$ cat src/rtl/plc_pkg.sv
// plc_pkg: shared types and codes for the positional list store.
// Used by plc_cell and positional_list_store_top; no dependencies.

package plc_pkg;

   localparam int POS_W    = 5;
   localparam int HANDLE_W = 16;
   localparam int KIND_W   = 2;
   localparam int STATUS_W = 2;
   localparam int COUNT_W  = 5;

   // request kinds (code 3 is unused and answers with a range error)
   localparam logic [KIND_W-1:0] KIND_INSERT = 2'd0;
   localparam logic [KIND_W-1:0] KIND_REMOVE = 2'd1;
   localparam logic [KIND_W-1:0] KIND_READ   = 2'd2;

   // result status codes
   localparam logic [STATUS_W-1:0] ST_DONE  = 2'd0;
   localparam logic [STATUS_W-1:0] ST_RANGE = 2'd1;
   localparam logic [STATUS_W-1:0] ST_FULL  = 2'd2;

   typedef enum logic [1:0] {
      CELL_HOLD,
      CELL_FROM_LEFT,
      CELL_FROM_RIGHT,
      CELL_LOAD
   } cell_op_type;

   // broadcast to every cell in the chain
   typedef struct packed {
      logic                ins;
      logic                rem;
      logic [POS_W-1:0]    position;
      logic [HANDLE_W-1:0] handle;
   } cmd_type;

endpackage

$ cat src/rtl/plc_cell.sv
// plc_cell: one list slot; shifts with its neighbours on insert/remove.
// Depends on plc_pkg.

module plc_cell #(
   parameter int INDEX = 0
) (
   input  logic                           clock,
   input  plc_pkg::cmd_type               cmd_in,
   input  logic [plc_pkg::HANDLE_W-1:0]   left_in,
   input  logic [plc_pkg::HANDLE_W-1:0]   right_in,
   output logic [plc_pkg::HANDLE_W-1:0]   data_out,
   output logic [plc_pkg::HANDLE_W-1:0]   rd_out
);
   import plc_pkg::*;

   logic [HANDLE_W-1:0] data_ff;
   logic [HANDLE_W-1:0] data_in;
   cell_op_type         op;
   int                  pos_i;

   always_comb begin
      pos_i = int'(cmd_in.position);
      op    = CELL_HOLD;
      if (cmd_in.ins) begin
         if (INDEX == pos_i)     op = CELL_LOAD;
         else if (INDEX > pos_i) op = CELL_FROM_LEFT;
      end else if (cmd_in.rem) begin
         if (INDEX >= pos_i)     op = CELL_FROM_RIGHT;
      end
   end

   always_comb begin
      unique case (op)
         CELL_HOLD:       data_in = data_ff;
         CELL_FROM_LEFT:  data_in = left_in;
         CELL_FROM_RIGHT: data_in = right_in;
         CELL_LOAD:       data_in = cmd_in.handle;
         default:         data_in = data_ff;
      endcase
   end

   // payload only, no reset
   always_ff @(posedge clock) begin
      data_ff <= data_in;
   end

   assign data_out = data_ff;
   // masked read tap, ORed across the chain by the top level
   assign rd_out   = (INDEX == int'(cmd_in.position)) ? data_ff : '0;

endmodule

$ cat src/rtl/positional_list_store_top.sv
// positional_list_store_top: bounded ordered list of handles held in a chain of cells.
// Depends on plc_pkg and plc_cell.
//
// Result: the result of a request is registered and shows in the cycle after acceptance.
// Throughput: one request per cycle while the held result is taken; every cell shifts in
// the same cycle, so the next request sees the updated count and cell contents.
// Reset: synchronous, active high; clears the count and the result valid flag.
// Cell contents are not reset; a cell is only read once it has been written.

module positional_list_store_top #(
   parameter int DEPTH = 16
) (
   input  logic        clock,
   input  logic        reset,
   // request channel
   input  logic        req_tvalid,
   output logic        req_tready,
   input  logic [23:0] req_tdata,  // [4:0] position, [20:5] item_handle, [23:21] zero
   input  logic [1:0]  req_tuser,  // [1:0] kind
   // result channel
   output logic        rsp_tvalid,
   input  logic        rsp_tready,
   output logic [23:0] rsp_tdata,  // [15:0] item_out, [20:16] entry_count, [23:21] zero
   output logic [1:0]  rsp_tuser   // [1:0] status
);
   import plc_pkg::*;

   localparam int CW = $clog2(DEPTH + 1);
   localparam int XW = (CW > POS_W) ? CW : POS_W;

   // ---- request decode ----
   logic [KIND_W-1:0]   kind;
   logic [POS_W-1:0]    position;
   logic [HANDLE_W-1:0] item_handle;

   assign kind        = req_tuser;
   assign position    = req_tdata[POS_W-1:0];
   assign item_handle = req_tdata[POS_W +: HANDLE_W];

   // ---- control state ----
   logic [CW-1:0] cnt_ff, cnt_in;
   logic          rsp_valid_ff, rsp_valid_in;
   logic [STATUS_W-1:0] rsp_status_ff, rsp_status_in;
   logic [HANDLE_W-1:0] rsp_item_ff,   rsp_item_in;
   logic [COUNT_W-1:0]  rsp_count_ff,  rsp_count_in;

   logic          accept;
   logic [XW-1:0] pos_x, cnt_x, cnt_in_x;
   logic          pos_le_cnt, pos_lt_cnt, is_full;
   logic          ins_ok, rem_ok;
   cmd_type       cmd;

   // output register parts the two sides; accept while it is empty or the held result is taken
   assign req_tready = !rsp_valid_ff || rsp_tready;
   assign accept     = req_tvalid && req_tready;

   assign pos_x      = XW'(position);
   assign cnt_x      = XW'(cnt_ff);
   assign pos_le_cnt = (pos_x <= cnt_x);
   assign pos_lt_cnt = (pos_x <  cnt_x);
   assign is_full    = (cnt_x == XW'(DEPTH));

   assign ins_ok = (kind == KIND_INSERT) && pos_le_cnt && !is_full;
   assign rem_ok = (kind == KIND_REMOVE) && pos_lt_cnt;

   always_comb begin
      cmd.ins      = accept && ins_ok;
      cmd.rem      = accept && rem_ok;
      cmd.position = position;
      cmd.handle   = item_handle;
   end

   // ---- the cell chain ----
   logic [HANDLE_W-1:0] cell_data [DEPTH];
   logic [HANDLE_W-1:0] cell_rd   [DEPTH];
   logic [HANDLE_W-1:0] rd_value;

   for (genvar g = 0; g < DEPTH; g++) begin : g_cell
      logic [HANDLE_W-1:0] left_nb, right_nb;
      if (g == 0) begin : g_first
         assign left_nb = item_handle;      // never selected: cell 0 only loads
      end else begin : g_mid_l
         assign left_nb = cell_data[g-1];
      end
      if (g == DEPTH - 1) begin : g_last
         assign right_nb = cell_data[g];    // vacated end slot, contents unused
      end else begin : g_mid_r
         assign right_nb = cell_data[g+1];
      end

      plc_cell #(
         .INDEX (g)
      ) u_cell (
         .clock    (clock),
         .cmd_in   (cmd),
         .left_in  (left_nb),
         .right_in (right_nb),
         .data_out (cell_data[g]),
         .rd_out   (cell_rd[g])
      );
   end

   // at most one cell matches the position; the rest tap out zero
   always_comb begin
      rd_value = '0;
      for (int i = 0; i < DEPTH; i++) begin
         rd_value = rd_value | cell_rd[i];
      end
   end

   // ---- next count and result ----
   always_comb begin
      cnt_in = cnt_ff;
      if (cmd.ins)      cnt_in = cnt_ff + CW'(1);
      else if (cmd.rem) cnt_in = cnt_ff - CW'(1);
   end

   assign cnt_in_x = XW'(cnt_in);

   always_comb begin
      rsp_status_in = ST_RANGE;
      rsp_item_in   = '0;
      case (kind) inside
         KIND_INSERT: begin
            if (!pos_le_cnt)  rsp_status_in = ST_RANGE;
            else if (is_full) rsp_status_in = ST_FULL;
            else              rsp_status_in = ST_DONE;
         end
         KIND_REMOVE, KIND_READ: begin
            if (pos_lt_cnt) begin
               rsp_status_in = ST_DONE;
               rsp_item_in   = rd_value;
            end
         end
         default: begin
            rsp_status_in = ST_RANGE;
         end
      endcase
      rsp_count_in = cnt_in_x[COUNT_W-1:0];
   end

   always_comb begin
      rsp_valid_in = rsp_valid_ff;
      if (accept)          rsp_valid_in = 1'b1;
      else if (rsp_tready) rsp_valid_in = 1'b0;
   end

   always_ff @(posedge clock) begin
      if (reset) begin
         cnt_ff       <= '0;
         rsp_valid_ff <= 1'b0;
      end else begin
         cnt_ff       <= cnt_in;
         rsp_valid_ff <= rsp_valid_in;
      end
   end

   // result payload, loaded only on acceptance
   always_ff @(posedge clock) begin
      if (accept) begin
         rsp_status_ff <= rsp_status_in;
         rsp_item_ff   <= rsp_item_in;
         rsp_count_ff  <= rsp_count_in;
      end
   end

   assign rsp_tvalid = rsp_valid_ff;
   assign rsp_tuser  = rsp_status_ff;
   assign rsp_tdata  = {3'b000, rsp_count_ff, rsp_item_ff};

   // ---- checks ----
   a_count_bound: assert property (@(posedge clock) disable iff (reset)
      XW'(cnt_ff) <= XW'(DEPTH))
      else $error("entry count above depth");

   a_ins_count: assert property (@(posedge clock) disable iff (reset)
      cmd.ins |=> cnt_ff == CW'($past(cnt_ff) + CW'(1)))
      else $error("completed insert did not grow the count");

   a_rem_result: assert property (@(posedge clock) disable iff (reset)
      cmd.rem |=> rsp_valid_ff && rsp_status_ff == ST_DONE
                  && XW'(rsp_count_ff) == XW'(cnt_ff))
      else $error("completed remove gave wrong result");

   a_err_zero: assert property (@(posedge clock) disable iff (reset)
      rsp_valid_ff && rsp_status_ff != ST_DONE |-> rsp_item_ff == '0)
      else $error("error result carries a handle");

endmodule
$ cat config.mk
export PLATFORM = sky130hd
export DESIGN_NAME = positional_list_store_top
export DESIGN_NICKNAME = d
export VERILOG_FILES = /design/src/rtl/plc_pkg.sv /design/src/rtl/plc_cell.sv /design/src/rtl/positional_list_store_top.sv
export SDC_FILE = /design/constraint.sdc
export NUM_CORES = 1
export LEC_CHECK = 0
export BUFFER_PORTS_ARGS = -buffer_cell sky130_fd_sc_hd__buf_2
export CAP_MARGIN = 20
export CORE_MARGIN = 2
export CORE_UTILIZATION = 60
export CTS_CLUSTER_SIZE = 16
export DETAILED_ROUTE_END_ITERATION = 10
export GPL_TIMING_DRIVEN = 0
export PLACE_DENSITY_LB_ADDON = 0.08
export SYNTH_ARGS = -nofsm -noshare
export SYNTH_HDL_FRONTEND = slang
export SYNTH_SLANG_ARGS = --single-unit
export TNS_END_PERCENT = 1
$ cat constraint.sdc
create_clock -name clock -period 10.1 [get_ports clock]
set_input_delay 0.505 -clock clock [delete_from_list [all_inputs] [get_ports clock]]
set_output_delay 0.505 -clock clock [all_outputs]
set_load 0.01 [all_outputs]
Word-level counts from Yosys, hierarchy flattened --
Index checks and enable logic that the tools add are counted.
Word-level totals: flip-flop bits (word level) 285, bits of input ports 30, output and inout bits 28, word-level logic and storage cells 291
Operators by class: add/sub/neg operators 2, $lt $le $gt $ge 33, equality and inequality tests 66, mux-type cells 120, bitwise gates (word level) 17, reductions and logical operators 32
Operator list (count):
- one-hot mux 16 bit (3 select lines) | 14
- 2-to-1 mux 16 bit | 16
- bitwise OR 16 bit | 15
- 2-to-1 mux 2 bit | 67
- equality test 2 bit, second input constant | 33
- one-hot mux 16 bit (2 select lines) | 2
- equality test 5 bit, first input constant | 8
- greater-or-equal comparator 4 x 5 -> 1 bit, first input constant | 8
- greater-than comparator 4 x 5 -> 1 bit, first input constant | 8
- equality test 2 x 1 -> 1 bit, second input constant | 17
- logical NOT 2 bit | 17
- equality test 4 x 5 -> 1 bit, first input constant | 4
- greater-or-equal comparator 3 x 5 -> 1 bit, first input constant | 4
- greater-than comparator 3 x 5 -> 1 bit, first input constant | 4
- 2-to-1 mux 1 bit | 19
- equality test 3 x 5 -> 1 bit, first input constant | 2
- greater-or-equal comparator 1 x 5 -> 1 bit, first input constant | 2
- greater-or-equal comparator 2 x 5 -> 1 bit, first input constant | 2
- greater-than comparator 2 x 5 -> 1 bit, first input constant | 2
- 2-to-1 mux 5 bit | 2
- logical AND 1 bit | 6
- OR reduction 2 bit | 3
- adder 5 x 1 -> 5 bit, second input constant | 1
- equality test 2 x 5 -> 1 bit, first input constant | 1
- 11 further kinds | 13

Logic depth before layout (Yosys ltp) --
depth after elaboration 17, mapped depth 12

Hierarchy --
A second synthesis with hierarchy kept.
Second synthesis, totals: cell total of the unflattened synthesis 1836, area total of the unflattened synthesis 19525.0 µm²
Modules (own cells, without submodules):
- positional_list_store_top | times used 1, cells each 210, area each 2024.4 µm², seq. area each 810.8 µm²
- plc_cell at g_cell[0].u_cell | times used 1, cells each 133, area each 1256.2 µm², seq. area each 480.5 µm²
- plc_cell at g_cell[10].u_cell | times used 1, cells each 117, area each 1231.2 µm², seq. area each 480.5 µm²
- plc_cell at g_cell[15].u_cell | times used 1, cells each 104, area each 1201.2 µm², seq. area each 480.5 µm²
- plc_cell at g_cell[13].u_cell | times used 1, cells each 116, area each 1176.1 µm², seq. area each 480.5 µm²
- plc_cell at g_cell[3].u_cell | times used 1, cells each 114, area each 1174.9 µm², seq. area each 480.5 µm²
- plc_cell at g_cell[4].u_cell | times used 1, cells each 115, area each 1164.9 µm², seq. area each 480.5 µm²
- plc_cell at g_cell[14].u_cell | times used 1, cells each 114, area each 1152.4 µm², seq. area each 480.5 µm²
- plc_cell at g_cell[8].u_cell | times used 1, cells each 117, area each 1111.1 µm², seq. area each 480.5 µm²
- plc_cell at g_cell[2].u_cell | times used 1, cells each 83, area each 1062.3 µm², seq. area each 480.5 µm²
- plc_cell at g_cell[11].u_cell | times used 1, cells each 94, area each 1052.3 µm², seq. area each 480.5 µm²
- plc_cell at g_cell[1].u_cell | times used 1, cells each 80, area each 1042.2 µm², seq. area each 480.5 µm²
- plc_cell at g_cell[6].u_cell | times used 1, cells each 96, area each 999.7 µm², seq. area each 480.5 µm²
- plc_cell at g_cell[9].u_cell | times used 1, cells each 94, area each 980.9 µm², seq. area each 480.5 µm²
- +3 rows

Least setup slack after synthesis --
OpenSTA, ideal clock, no wires.
kind in2reg, start input rsp_tready, end register g_cell[10].u_cell.data_ff[0] (enable), arrival 3.531 ns, data required time 9.686 ns, path slack 6.154 ns, stages 8, cells stage by stage nand2b_1 and2_1 and2_0 clkbuf_1 buf_2 a21oi_1 clkbuf_1 a211oi_1
On the way: cells in the longest elaborated chain, start to end 6, elaborated cells on any way between the ends 7, those cells by class 2 x mux; 5 x reduce/logical
RTL lines:
- from (decl) | RTL line positional_list_store_top.sv:22 | input logic rsp_tready,
- logical OR 1 bit * | RTL line positional_list_store_top.sv:54 | assign req_tready = !rsp_valid_ff || rsp_tready;
- logical AND 1 bit * | RTL line positional_list_store_top.sv:55 | assign accept = req_tvalid && req_tready;
- net accept | RTL line positional_list_store_top.sv:47 | logic accept;
- logical AND 1 bit | RTL line positional_list_store_top.sv:68 | cmd.rem = accept && rem_ok;
- 2-to-1 mux 2 bit | RTL line plc_cell.sv:27 | end else if (cmd_in.rem) begin
- 2-to-1 mux 2 bit * | RTL line plc_cell.sv:24 | if (cmd_in.ins) begin
- logical NOT 2 bit * | RTL line plc_cell.sv:33 | unique case (op)
- to (signal assigned) | RTL line plc_cell.sv:44 | data_ff <= data_in;
- to (decl) | RTL line plc_cell.sv:16 | logic [HANDLE_W-1:0] data_ff;
The timed path passes the listed nets; every way through them passes the cells marked *. A chain may end at the register's enable or synchronous reset.

Final worst setup path --
start register cnt_ff[2], end register g_cell[6].u_cell.data_ff[13] (enable)
On the way: cells in the longest elaborated chain, start to end 6, elaborated cells on any way between the ends 12, those cells by class 2 x order compare; 1 x eq/ne; 2 x mux; 7 x reduce/logical
RTL lines:
- from (decl) | RTL line positional_list_store_top.sv:41 | logic [CW-1:0] cnt_ff, cnt_in;
- from (signal assigned) | RTL line positional_list_store_top.sv:153 | cnt_ff <= cnt_in;
- less-than comparator 5 bit (tied with other cells) | RTL line positional_list_store_top.sv:60 | assign pos_lt_cnt = (pos_x < cnt_x);
- logical AND 1 bit (tied with other cells) | RTL line positional_list_store_top.sv:64 | assign rem_ok = (kind == KIND_REMOVE) && pos_lt_cnt;
- logical AND 1 bit, on equally long branches | RTL line positional_list_store_top.sv:68, positional_list_store_top.sv:63
- 2-to-1 mux 2 bit or logical AND 1 bit (tied branches) | RTL line plc_cell.sv:27, positional_list_store_top.sv:67
- 2-to-1 mux 2 bit * | RTL line plc_cell.sv:24
- logical NOT 2 bit * | RTL line plc_cell.sv:33
- to (signal assigned) | RTL line plc_cell.sv:44
- to (decl) | RTL line plc_cell.sv:16
Every way passes the cells marked *; elsewhere a longest branch is shown, timed or not.

==> metrics.cfg <==
[worst_setup_path]
timing.reg2reg.worst_path_depth = 10
timing_worst_setup_path_type = reg2reg
timing.critical_path.arrival_ps = 4700
regToRegStartpoint = cnt_ff[2]
endpoint_kind = flip-flop
cpMaxStageDelayCell = o21ai_1
crit_fanout = 10
timing.reg2reg.setup_slack_ps = 5660
worstPathCellList = inv_1 > ha_1 > o211ai_1 > a21oi_2 > o21ai_1 > clkbuf_1 > a21oi_1 > clkbuf_1 > nor2_1 > buf_4
cpPeakStageDelay_ps = 740
start_kind = flip-flop
required_ps = 10350
r2r-end = g_cell[6].u_cell.data_out[13]
worst_path_most_repeated_cell = clkbuf_1

[floorplanning]
placeable_core_area_um2 = 25300
placementRows = 58
design.portCount = 58
die-height_um = 165
floorplan.die_area_um2 = 27200
fp.dieW_um = 165
initial_core_util_pct = 61.4

[power_and_ir_drop]
power_w = 0.00258
power.ir.vdd_worst_v = 0.000152
total_leakage_power_nw = 6.81
power_per_cell_area_nw_per_um2 = 149

[clocking]
post-cts-setup-buffer-count = 0
ctsHtreeMaxLevel = 1
cts_root_buffer = clkbuf_16
clockBufferDepth = 3
clk_pin_slew_ps = 70
post_cts_resize_count = 0
cts_buffers = 30
cts_tree = yes
postCtsHoldBufs = 0
clkSinkCount = 285
worst_skew_pair.late_latency_ps = 570

[drt]
drt_first_pass_iters = 8
post-route-drc-count = 0
drtAntennaViolNets = 0
route.final.wire_length_um = 59100
num_vias = 13521
detail_route.vias_per_cell = 7.61
wire_length_per_cell_after_detailed_routing_um = 33.3
drt_iter0_drc = 2662

[logic_synthesis]
share_of_flip_flops_with_an_asynchronous_set_or_reset_pct = 0
synth_seq_area_share_pct = 54.7
ys.flop_type = edfxtp_1
syn_inst_count = 1328
synth_largest_area_cell = edfxtp_1
synth_top_cell_area_share_pct = 53.9
synthTopCellsByArea = edfxtp_1, a22o_1, a21o_1
synth_seq_cells = 285
synth_warnings = 0
synth-edff-count = 279
mappedNetlistArea_um2 = 15500
postSynthAreaPerCell_um2 = 11.7
yosys.cell_types.count = 60

[placed_design]
place.gp.congestion = 0.990
dpl_cell_area_um2 = 16400
buffer_ports.inserted = 39
hpwl_um = 45800
dp_cells = 1719

[sta]
period_utilisation_layout_pct = 44.0
worst_slew_margin_rel_pct = 12.1
timing.setup.tns_ps = 0
layout_min_cycle_time_ps = 4440
setup_viol = 0
finClkSkew_ps = 14.0
timing.fmax_mhz = 225
rsz0062_at_grt = false
worst-slew-pin-transition_ps = 1310
report.final.hold_viol_count = 0
final_max_slew_viol_count = 0

[outcome]
run_status = finished, final reports clean

[layout]
nNetsFinal = 1462
layout.cells.non_filler = 1776
multi_input_gate_area_in_the_final_layout_um2 = 6370
antenna-diode-count = 0
final.fill_count = 1843
final-seq-area_um2 = 8500
final_layout_size_suffix_gt1_share_pct = 15.4
synthToLayoutAreaGrowth_pct = 11.6
finished_layout_cell_area_um2 = 17300

[min_path]
hold_path_end = rsp_tvalid
holdPathStages = 3
worst_hold_path_type = in2reg
hold_startpoint = req_tvalid

[global_routing]
grt_antenna_before_repair = 0
grt_first_pass_wirelength_um = 83400
grt_max_degree = 17
track_usage_pct = 43.2
first_global_vias = 12222
grt.overflow.total = 0

[run]
max-cap-violations = 0

==> placed cells by master (no fill, tap or decap), types with 12 or more instances in the layout <==
cell / netlist / routed
o22ai_1: 24 / 24
a21o_1: 145 / 145
a22oi_1: 122 / 122
nand3_1: 16 / 16
clkbuf_1: 76 / 81
mux2_2: 33 / 33
buf_4: 5 / 18
a22o_1: 149 / 149
nor2_1: 40 / 40
clkbuf_16: 0 / 31
a221oi_1: 13 / 13
nand2_1: 95 / 95
buf_2: 41 / 83
nor2_2: 12 / 12
inv_1: 37 / 37
a21oi_1: 35 / 34
and3_1: 48 / 48
a221o_1: 27 / 27
edfxtp_1: 279 / 279
==> cell usage after synthesis, types with 4 or more instances <==
| library cell | instances |
|---|---|
| buf_1 | 5 |
| edfxtp_1 | 279 |
| nor3_1 | 10 |
| and3_1 | 48 |
| o21ai_0 | 5 |
| a21oi_1 | 35 |
| mux2_2 | 33 |
| nor4_1 | 10 |
| inv_1 | 37 |
| a221o_1 | 27 |
| a21o_1 | 145 |
| a32o_1 | 5 |
| nand3_1 | 16 |
| nor2b_1 | 6 |
| a32oi_1 | 7 |
| a22oi_1 | 122 |
| nand2b_1 | 7 |
| a221oi_1 | 13 |
| o211ai_1 | 8 |
| nor2_1 | 40 |
| nand2_1 | 95 |
| a41oi_1 | 9 |
| nor2_2 | 12 |
| clkbuf_1 | 76 |
| buf_4 | 5 |
| dfxtp_1 | 6 |
| buf_2 | 41 |
| ha_1 | 9 |
| xnor2_1 | 4 |
| o22ai_1 | 24 |
| a22o_1 | 149 |
==> layout make-up <==
| type | count | share of cell area, % |
|---|---|---|
| clock inverter | 19 | 0.974 |
| timing repair buffer | 61 | 2.21 |
| clock buffer | 36 | 4.58 |
| sequential | 285 | 49.0 |
| buffer | 130 | 3.35 |
| inverter | 37 | 0.801 |
| multi-input combinational | 878 | 36.7 |
| tap | 330 | 2.38 |
==> critical path, delay by kind of cell (launching register included) <==
kind / cells / cell delay (ps)
and+or+nand+nor: 1 / 590
DFF: 1 / 430
adders and majority gates: 1 / 300
buffers and inverters: 4 / 1400
AOI/OAI and AO/OA: 4 / 1370
==> registers in the layout, indices dropped and copies added (netlist names) <==
name,flops
rsp_item_ff,16
rsp_tuser,2
rsp_tvalid,1
g_cell.u_cell.data_out,256
cnt_ff,5
rsp_count_ff,5
==> routing by layer <==
layer / vias to the layer above / part of all wire (%) / global-route usage (%)
li1: 5501 / - / -
met1: 6554 / 37 / 63.3
met2: 1317 / 41 / 61.1
met3: 149 / 18 / 15.4
met4: 0 / 3.2 / 11.3
met5: - / 0 / 0
==> power breakdown <==
group | total [W] | internal [W] | switching [W]
logic | 0.000158 | 0.0000453 | 0.000113
clock network | 0.00111 | 0.000634 | 0.000473
registers | 0.00132 | 0.00130 | 0.0000145
==> logic make-up (layout without fill, tap and decap cells) <==
| kind of cell | count (synthesis) | count (layout) | share of synthesized area (%) |
|---|---|---|---|
| compound gates | 560 | 560 | 28.2 |
| flops | 285 | 285 | 54.7 |
| simple gates | 269 | 269 | 9.07 |
| buf+inv | 167 | 283 | 4.63 |
| mux | 33 | 33 | 2.39 |
| fa+ha+maj | 9 | 9 | 0.725 |
| xor+xnor | 4 | 4 | 0.225 |
| other cells | 1 | 3 | 0.0241 |
==> through the flow <==
step                setup WS [ps]  util [%]  hold WS [ps]
floorplan                    6150         -           511
global placement             4500      63.8           546
detailed placement           5420      64.6           566
CTS                          5920      68.4           202
global route                 5650      68.5           232
finish                       5660      68.5           213
==> worst max path at each step <==
stage	start	to	depth (start not counted)
after floorplan	rsp_tready	g_cell[10].u_cell.data_out[0]	8
after global placement	req_tdata[0]	g_cell[11].u_cell.data_out[9]	11
after CTS	cnt_ff[2]	g_cell[6].u_cell.data_out[13]	10
after global routing	cnt_ff[2]	g_cell[6].u_cell.data_out[13]	10
final	cnt_ff[2]	g_cell[6].u_cell.data_out[13]	10
after detailed placement	req_tdata[0]	g_cell[6].u_cell.data_out[9]	12
Power figures use the tool's default switching activity.
